`config.mk`:
```
export PLATFORM = sky130hd
export DESIGN_NAME = three_axis_pid_controller_unit
export DESIGN_NICKNAME = d
export VERILOG_FILES = /design/src/rtl/core/tapid_pkg.sv /design/src/rtl/core/tapid_mul.sv /design/src/rtl/core/tapid_seq.sv /design/src/rtl/core/three_axis_pid_controller_unit.sv
export VERILOG_INCLUDE_DIRS = /design/src /design/src/rtl/core
export SDC_FILE = /design/constraint.sdc
export NUM_CORES = 2
export LEC_CHECK = 0
export BUFFER_PORTS_ARGS = -buffer_cell sky130_fd_sc_hd__buf_2
export CORE_ASPECT_RATIO = 0.75
export CORE_MARGIN = 5
export CORE_UTILIZATION = 67
export DETAILED_ROUTE_END_ITERATION = 8
export HOLD_SLACK_MARGIN = 0.03
export PLACE_DENSITY = 0.87
export SLEW_MARGIN = 20
export SYNTH_ARGS = -nofsm -noshare
export SYNTH_HDL_FRONTEND = slang
export SYNTH_SLANG_ARGS = --single-unit
```
`constraint.sdc`:
```
create_clock -name clk -period 15.9 [get_ports clk]
set_input_delay 2.385 -clock clk [delete_from_list [all_inputs] [get_ports clk]]
set_output_delay 2.385 -clock clk [all_outputs]
set_load 0.02 [all_outputs]
```
`src/rtl/core/three_axis_pid_controller_unit_macros.svh`:
```
// Assertion helpers, clocked on clk and disabled during rst.
`ifndef THREE_AXIS_PID_CONTROLLER_UNIT_MACROS_SVH
`define THREE_AXIS_PID_CONTROLLER_UNIT_MACROS_SVH

// same-cycle implication
`define TAPID_ASSERT_IMP(lbl, ante, cons, msg) \
  lbl: assert property (@(posedge clk) disable iff (rst) (ante) |-> (cons)) \
    else $error(msg);

// next-cycle implication
`define TAPID_ASSERT_NXT(lbl, ante, cons, msg) \
  lbl: assert property (@(posedge clk) disable iff (rst) (ante) |=> (cons)) \
    else $error(msg);

`endif

```
`src/rtl/core/tapid_pkg.sv`:
```
package tapid_pkg;

  localparam int AXES_DEF   = 3;
  localparam int FLD_W      = 16;
  localparam int REG_W      = 48;
  localparam int NUM_LANES  = 3;
  localparam int LANE_IDX_W = 3;
  localparam int CFG_IDX_W  = 2;
  localparam int INT_W      = 25;
  localparam int MUL_A_W    = 25;
  localparam int MUL_B_W    = 17;
  localparam int PROD_W     = MUL_A_W + MUL_B_W;
  localparam int SUM_W      = 34;
  localparam int OUT_W      = 32;

  typedef enum logic [CFG_IDX_W-1:0] {
    REG_PROP_GAINS  = 2'd0,
    REG_INTEG_GAINS = 2'd1,
    REG_DERIV_GAINS = 2'd2,
    REG_INT_LIMITS  = 2'd3
  } cfg_reg_t;

  typedef enum logic [2:0] {
    ST_IDLE,
    ST_INC,
    ST_PROP,
    ST_DERIV,
    ST_INTEG,
    ST_FINISH,
    ST_DONE
  } state_t;

  typedef enum logic [1:0] {
    MUL_ERR_DT,
    MUL_ERR_KP,
    MUL_RATE_KD,
    MUL_INT_KI
  } mul_op_t;

  typedef struct packed {
    logic    mul_en;
    mul_op_t mul_op;
    logic    int_wr;
    logic    acc_init;
    logic    acc_add;
    logic    res_wr;
    logic    out_load;
  } ctrl_t;

  // 16-bit lane of a packed register; lanes past the register read as zero
  function automatic logic [FLD_W-1:0] reg_lane(input logic [REG_W-1:0] r,
                                                input logic [LANE_IDX_W-1:0] a);
    if (a < LANE_IDX_W'(NUM_LANES)) begin
      reg_lane = r[a*FLD_W +: FLD_W];
    end else begin
      reg_lane = '0;
    end
  endfunction

endpackage

```
`src/rtl/core/tapid_mul.sv`:
```
module tapid_mul (
  input  logic                                clk,
  input  logic                                en,
  input  logic signed [tapid_pkg::MUL_A_W-1:0] a,
  input  logic signed [tapid_pkg::MUL_B_W-1:0] b,
  output logic signed [tapid_pkg::PROD_W-1:0]  p
);
  import tapid_pkg::*;

  always_ff @(posedge clk) begin
    if (en) begin
      p <= PROD_W'(a) * PROD_W'(b);
    end
  end

endmodule

```
`src/rtl/core/tapid_seq.sv`:
```
module tapid_seq #(
  parameter int AXES = tapid_pkg::AXES_DEF,
  localparam int AXIS_W = (AXES > 1) ? $clog2(AXES) : 1
) (
  input  logic              clk,
  input  logic              rst,
  input  logic              in_fire,
  input  logic              out_free,
  output logic              ready,
  output logic [AXIS_W-1:0] axis,
  output tapid_pkg::ctrl_t  ctrl
);
  import tapid_pkg::*;

  state_t state, state_next;
  logic   last_axis;

  assign last_axis = (axis == AXIS_W'(AXES - 1));
  assign ready     = (state == ST_IDLE);

  always_ff @(posedge clk) begin
    if (rst) begin
      state <= ST_IDLE;
      axis  <= '0;
    end else begin
      state <= state_next;
      if (in_fire) begin
        axis <= '0;
      end else if (state == ST_FINISH && !last_axis) begin
        axis <= axis + AXIS_W'(1);
      end
    end
  end

  always_comb begin
    state_next = state;
    case (state)
      ST_IDLE:   if (in_fire) state_next = ST_INC;
      ST_INC:    state_next = ST_PROP;
      ST_PROP:   state_next = ST_DERIV;
      ST_DERIV:  state_next = ST_INTEG;
      ST_INTEG:  state_next = ST_FINISH;
      ST_FINISH: state_next = last_axis ? ST_DONE : ST_INC;
      ST_DONE:   if (out_free) state_next = ST_IDLE;
      default:   state_next = ST_IDLE;
    endcase
  end

  always_comb begin
    ctrl = '0;
    case (state)
      ST_INC: begin
        ctrl.mul_en = 1'b1;
        ctrl.mul_op = MUL_ERR_DT;
      end
      ST_PROP: begin
        ctrl.mul_en   = 1'b1;
        ctrl.mul_op   = MUL_ERR_KP;
        ctrl.int_wr   = 1'b1;
        ctrl.acc_init = 1'b1;
      end
      ST_DERIV: begin
        ctrl.mul_en  = 1'b1;
        ctrl.mul_op  = MUL_RATE_KD;
        ctrl.acc_add = 1'b1;
      end
      ST_INTEG: begin
        ctrl.mul_en  = 1'b1;
        ctrl.mul_op  = MUL_INT_KI;
        ctrl.acc_add = 1'b1;
      end
      ST_FINISH: ctrl.res_wr   = 1'b1;
      ST_DONE:   ctrl.out_load = out_free;
      default:   ctrl = '0;
    endcase
  end

endmodule

```
`src/rtl/core/three_axis_pid_controller_unit.sv`:
```
// Channel  Dir  Contents
// s_*      in   tdata: ff x..z, err x..z, rate x..z, time_step; tuser: clear_integral
// m_*      out  tdata: drive x..z; tuser: output_saturated
// cfg_*    in   write enable, register index, 48-bit data
//
// An item is worked on one axis at a time from transfer to m_tvalid;
// each axis runs four products through the single 25x17 multiplier.
// s_tready is high only while the sequencer is idle, so a new item is taken only after
// the previous result has been loaded into the output register.
// A finished result waits in the output register; the next item is taken meanwhile.
// rst clears integrals, gains, limits and the sequencer.
`include "three_axis_pid_controller_unit_macros.svh"

module three_axis_pid_controller_unit #(
  parameter int AXES = tapid_pkg::AXES_DEF
) (
  input  logic                                      clk,
  input  logic                                      rst,
  input  logic                                      s_tvalid,
  output logic                                      s_tready,
  // ff_x..ff_z, error_x..error_z, error_rate_x..error_rate_z, time_step
  input  logic [(3*AXES+1)*tapid_pkg::FLD_W-1:0]   s_tdata,
  // clear_integral
  input  logic                                      s_tuser,
  output logic                                      m_tvalid,
  input  logic                                      m_tready,
  // drive_x..drive_z
  output logic [AXES*tapid_pkg::OUT_W-1:0]          m_tdata,
  // output_saturated
  output logic                                      m_tuser,
  input  logic                                      cfg_we,
  input  logic [tapid_pkg::CFG_IDX_W-1:0]           cfg_index,
  input  logic [tapid_pkg::REG_W-1:0]               cfg_data
);
  import tapid_pkg::*;

  localparam int AXIS_W = (AXES > 1) ? $clog2(AXES) : 1;
  localparam int IN_W   = (3*AXES+1)*FLD_W;

  logic [REG_W-1:0] prop_gains, integ_gains, deriv_gains, integral_limits;

  logic [IN_W-1:0] in_data;
  logic            in_clear;
  logic            in_fire;
  logic            out_free;

  logic [AXIS_W-1:0] axis;
  ctrl_t             ctrl;

  logic signed [INT_W-1:0] integral_sum [AXES];
  logic signed [OUT_W-1:0] res [AXES];
  logic                    sat_flag;
  logic signed [SUM_W-1:0] sum_acc;

  logic signed [FLD_W-1:0] ff_sel, err_sel, rate_sel;
  logic        [FLD_W-1:0] dt, lim;
  logic signed [FLD_W-1:0] kp, ki, kd;

  logic signed [MUL_A_W-1:0] mul_a;
  logic signed [MUL_B_W-1:0] mul_b;
  logic signed [PROD_W-1:0]  prod;

  logic signed [INT_W:0]   int_base, int_raw, lim_pos, lim_neg, int_clamped;
  logic signed [SUM_W-1:0] sum_final;
  logic signed [OUT_W-1:0] drive_sat;
  logic                    drive_ovf;

  assign in_fire  = s_tvalid && s_tready;
  assign out_free = !m_tvalid || m_tready;

  tapid_seq #(.AXES(AXES)) u_seq (
    .clk      (clk),
    .rst      (rst),
    .in_fire  (in_fire),
    .out_free (out_free),
    .ready    (s_tready),
    .axis     (axis),
    .ctrl     (ctrl)
  );

  tapid_mul u_mul (
    .clk (clk),
    .en  (ctrl.mul_en),
    .a   (mul_a),
    .b   (mul_b),
    .p   (prod)
  );

  always_ff @(posedge clk) begin
    if (rst) begin
      prop_gains      <= '0;
      integ_gains     <= '0;
      deriv_gains     <= '0;
      integral_limits <= '0;
    end else if (cfg_we) begin
      case (cfg_index)
        REG_PROP_GAINS:  prop_gains      <= cfg_data;
        REG_INTEG_GAINS: integ_gains     <= cfg_data;
        REG_DERIV_GAINS: deriv_gains     <= cfg_data;
        REG_INT_LIMITS:  integral_limits <= cfg_data;
        default: ;
      endcase
    end
  end

  always_ff @(posedge clk) begin
    if (in_fire) begin
      in_data  <= s_tdata;
      in_clear <= s_tuser;
    end
  end

  assign ff_sel   = signed'(in_data[axis*FLD_W +: FLD_W]);
  assign err_sel  = signed'(in_data[(AXES + axis)*FLD_W +: FLD_W]);
  assign rate_sel = signed'(in_data[(2*AXES + axis)*FLD_W +: FLD_W]);
  assign dt       = in_data[3*AXES*FLD_W +: FLD_W];

  assign kp  = signed'(reg_lane(prop_gains, LANE_IDX_W'(axis)));
  assign ki  = signed'(reg_lane(integ_gains, LANE_IDX_W'(axis)));
  assign kd  = signed'(reg_lane(deriv_gains, LANE_IDX_W'(axis)));
  assign lim = reg_lane(integral_limits, LANE_IDX_W'(axis));

  always_comb begin
    case (ctrl.mul_op)
      MUL_ERR_DT: begin
        mul_a = MUL_A_W'(err_sel);
        mul_b = signed'({1'b0, dt});
      end
      MUL_ERR_KP: begin
        mul_a = MUL_A_W'(err_sel);
        mul_b = MUL_B_W'(kp);
      end
      MUL_RATE_KD: begin
        mul_a = MUL_A_W'(rate_sel);
        mul_b = MUL_B_W'(kd);
      end
      MUL_INT_KI: begin
        mul_a = MUL_A_W'(integral_sum[axis]);
        mul_b = MUL_B_W'(ki);
      end
      default: begin
        mul_a = '0;
        mul_b = '0;
      end
    endcase
  end

  // integral update: floor(err*dt/256) added, then clamped to +/- lim*256
  assign int_base = in_clear ? '0 : (INT_W+1)'(integral_sum[axis]);
  assign int_raw  = int_base + (INT_W+1)'(signed'(prod[INT_W+7:8]));
  assign lim_pos  = signed'({2'b00, lim, 8'h00});
  assign lim_neg  = -lim_pos;

  always_comb begin
    if (int_raw > lim_pos) begin
      int_clamped = lim_pos;
    end else if (int_raw < lim_neg) begin
      int_clamped = lim_neg;
    end else begin
      int_clamped = int_raw;
    end
  end

  always_ff @(posedge clk) begin
    if (rst) begin
      for (int i = 0; i < AXES; i++) begin
        integral_sum[i] <= '0;
      end
    end else if (ctrl.int_wr) begin
      integral_sum[axis] <= INT_W'(int_clamped);
    end
  end

  always_ff @(posedge clk) begin
    if (ctrl.acc_init) begin
      sum_acc <= SUM_W'(ff_sel) <<< 8;
    end else if (ctrl.acc_add) begin
      sum_acc <= sum_acc + prod[SUM_W-1:0];
    end
  end

  // Ki term drops 8 bits (floor)
  assign sum_final = sum_acc + prod[SUM_W+7:8];

  always_comb begin
    drive_ovf = 1'b1;
    if (sum_final > SUM_W'(signed'(32'sh7FFF_FFFF))) begin
      drive_sat = 32'sh7FFF_FFFF;
    end else if (sum_final < SUM_W'(signed'(32'sh8000_0000))) begin
      drive_sat = 32'sh8000_0000;
    end else begin
      drive_sat = OUT_W'(sum_final);
      drive_ovf = 1'b0;
    end
  end

  always_ff @(posedge clk) begin
    if (ctrl.res_wr) begin
      res[axis] <= drive_sat;
    end
  end

  always_ff @(posedge clk) begin
    if (in_fire) begin
      sat_flag <= 1'b0;
    end else if (ctrl.res_wr && drive_ovf) begin
      sat_flag <= 1'b1;
    end
  end

  always_ff @(posedge clk) begin
    if (rst) begin
      m_tvalid <= 1'b0;
    end else if (ctrl.out_load) begin
      m_tvalid <= 1'b1;
    end else if (m_tready) begin
      m_tvalid <= 1'b0;
    end
  end

  always_ff @(posedge clk) begin
    if (ctrl.out_load) begin
      for (int i = 0; i < AXES; i++) begin
        m_tdata[i*OUT_W +: OUT_W] <= res[i];
      end
      m_tuser <= sat_flag;
    end
  end

  `TAPID_ASSERT_NXT(a_busy_after_take, in_fire, !s_tready, "ready while item in flight")
  `TAPID_ASSERT_IMP(a_load_when_free, ctrl.out_load, out_free, "result overwritten")
  `TAPID_ASSERT_IMP(a_valid_from_load, $rose(m_tvalid), $past(ctrl.out_load),
                    "result without load")

endmodule
```
==> results.md <==
- Cells after synthesis: 4579
- Slew headroom: 23.4%
- Vias: 37.8k
- Avg Inst Size Synth: 10.6 um2
- GRT met1 Usage: 51.4%
- Area of the core: 71900 um2
- Initial antenna violation count: 35
- Synthesis Warnings: 0
- Part of the cycle the worst path needs: 64.3%
- Met3 Usage GRT: 18.6%
- Critical path startpoint category: register
- Detailed-placement wirelength estimate: 113 mm
- DR DRC count: 0
- Clk slew on worst S/H paths: 70 ps
- CP top delay family: adder cells
- Min Tclk post-route: 10220 ps
- Die Wd: 321 um
- Hold-fix buffers, CTS: 0
- Ys flop type: edfxtp_1
- Worst-path maximum fanout: 51
- H-tree levels: 3
- Most frequent cells in the layout: 685 x nand2_1, 522 x edfxtp_1, 485 x inv_1
- Routability congestion estimate: 1.02
- Clock Latency Late Sink: 650 ps
- Initial DRC Count: 5670
- Num rows: 85
- CTS max path bufs: 3
- Post-CTS setup buffers: 0
- Critical Path Max Stage Delay: 730 ps
- Met2 Use GR: 54.3%
- CTS Sinks: 731
- TritonCTS Buffers: 70
- FILL cells: 4740
- Die Area: 78200 um2
- Skew final: 29.0 ps
- Vias per cell: 6.45
- PortBufs: 314
- Slew Viols, Final: 0
- HP Class: register to register
- Antenna viol nets, final: 0
- Max-cap violations: 0
- Final net count: 5700
- Routed wire length: 152 mm
- CTS resizes: 0
- Pin count of the biggest net entering global routing: 119
- CP Capture Type: register
- Least-Margin Pin Slew: 1150 ps
- Worst path required time: 16280 ps
- Hold Fails Final Rpt: 0
- Post-synth EDFFs: 522
- Most common cell after layout, fill and taps aside: nand2_1
- FF+latch count, synth: 731
- Crit path buffers/inverters: 7
- Final core utilization: 74.6%
- Slowest CP cell: dfxtp_4
- Avg WL per Cell: 26.0 um
- Starting density of the core: 67.7%
- RSZ-0062 raised after global routing: false
- Yosys cell types: 100
- Vias in the first global route: 37.5k
- CTS tree: done
- Area Growth Syn to Fin: 10.2%
- All-Layer GR Usage: 38.4%
- Most used cell, CP: fa_1
- Root Driver: clkbuf_16
- Layout cells sized above 1: 13.4%
- FFs w/ async S/R, synth: 0%
- Gr ovfl total: 0
- Crit path DAT: 10600 ps
- Ports: 315
- Setup TNS Final: 0 ps
- Critical path type: register to register
- First-pass GRT wire length: 227 mm
- Grt peak-use layer: met2
- Cell area after synthesis: 48700 um2
- Seq/Total Area, Yosys: 40.8%
- Peak Freq: 97.8 MHz
- Mapped Nets: 5445
- Pre-Repair DR Iteration Count: 7
- Setup violations, final: 0
- Die height: 243 um
- Status: finished clean
==> metrics by stage <==
stage | std cells | hold WS [ps] | setup slack, ps | area [um2]
6_report | 5869 | 418 | 5680 | 53600
4_1_cts | 5849 | 412 | 5570 | 53500
2_1_floorplan | 4579 | 400 | 7500 | 48700
3_5_place_dp | 5719 | 405 | 5590 | 51300
5_1_grt | 5860 | 419 | 5340 | 53600
3_3_place_gp | 5715 | 401 | 5700 | 51200
==> synthesized netlist by cell type, types with 32 or more instances <==
cell      count  area share (%)
buf_2        32            0.33
xor2_1       46            0.83
mux4_2       73             3.4
fa_1        420              17
o21ai_0      89            0.92
nand3_1      49            0.50
inv_1       485             3.7
nor3_1       63            0.65
xnor2_1      82             1.5
nor2b_1      52            0.67
edfxtp_1    522              32
mux2i_1      67             1.4
nor2_1      373             2.9
nand2_1     685             5.3
dfxtp_1     209             8.6
o21ai_1      64            0.66
nand2b_1     72            0.93
a21oi_1     342             3.5
ha_1        230             5.9
clkbuf_1    146             1.1
a21o_1       74             1.1
==> worst paths after layout <==
path                            slack, ps  depth (start not counted)                       start               endpoint
worst max register to register       5680                         27  u_seq.axis[1]$_SDFFE_PP0P_  u_mul.p[38]$_DFFE_PP_
worst min-delay path                  420                          0        res[0][22]$_DFFE_PP_  m_tdata[22]$_DFFE_PP_
worst max-delay path                 5680                         27  u_seq.axis[1]$_SDFFE_PP0P_  u_mul.p[38]$_DFFE_PP_
worst min register to register        420                          0        res[0][22]$_DFFE_PP_  m_tdata[22]$_DFFE_PP_
==> per-layer routing <==
metal / share of wire, % / vias to the layer above
met3: 17 / 572
li1: - / 16135
met4: 4.9 / 34
met5: 0.14 / -
met1: 36 / 18174
met2: 41 / 2927
==> kinds of logic after synthesis <==
kind of cell	after synthesis	share of synthesized area (%)
muxes	150	4.99
AOI/OAI and AO/OA	830	10.8
adders and majority gates	650	23.2
buffers and inverters	692	5.50
DFF	731	40.8
xor gates and xnor gates	130	2.39
and+or+nand+nor	1396	12.4
==> state kept, by name, indices dropped and copies added (netlist names), named ones only <==
signal / flops
integral_limits: 48
m_tuser: 1
sum_acc: 34
in_data: 160
prop_gains: 48
u_seq.axis: 2
u_seq.state: 3
sat_flag: 1
in_clear: 1
m_tvalid: 1
integ_gains: 48
u_mul.p: 42
deriv_gains: 48
res: 96
integral_sum: 100
m_tdata: 96
==> worst register-to-register path: cells and delay by family, from the launching register on <==
family                     cells  cell delay (ps)
AOI/OAI and AO/OA              6             1410
adders and majority gates      7             3330
buffers and inverters          7             2250
DFF                            1              730
and+or+nand+nor                7             2220
==> cell type report <==
cell class	instances	area [um2]	area share [%]
clock inverters	43	422	0.786
well taps	957	1200	2.23
multi-input cells	3156	26300	49.0
flip-flops and latches	731	19900	37.0
inverters	488	1830	3.42
repair buffers	387	2120	3.95
clock buffers	87	1850	3.44
diodes	20	50.0	0.0933
Power is not shown: default switching activity piles up to over one toggle a cycle in this logic, so the estimate is an artifact.
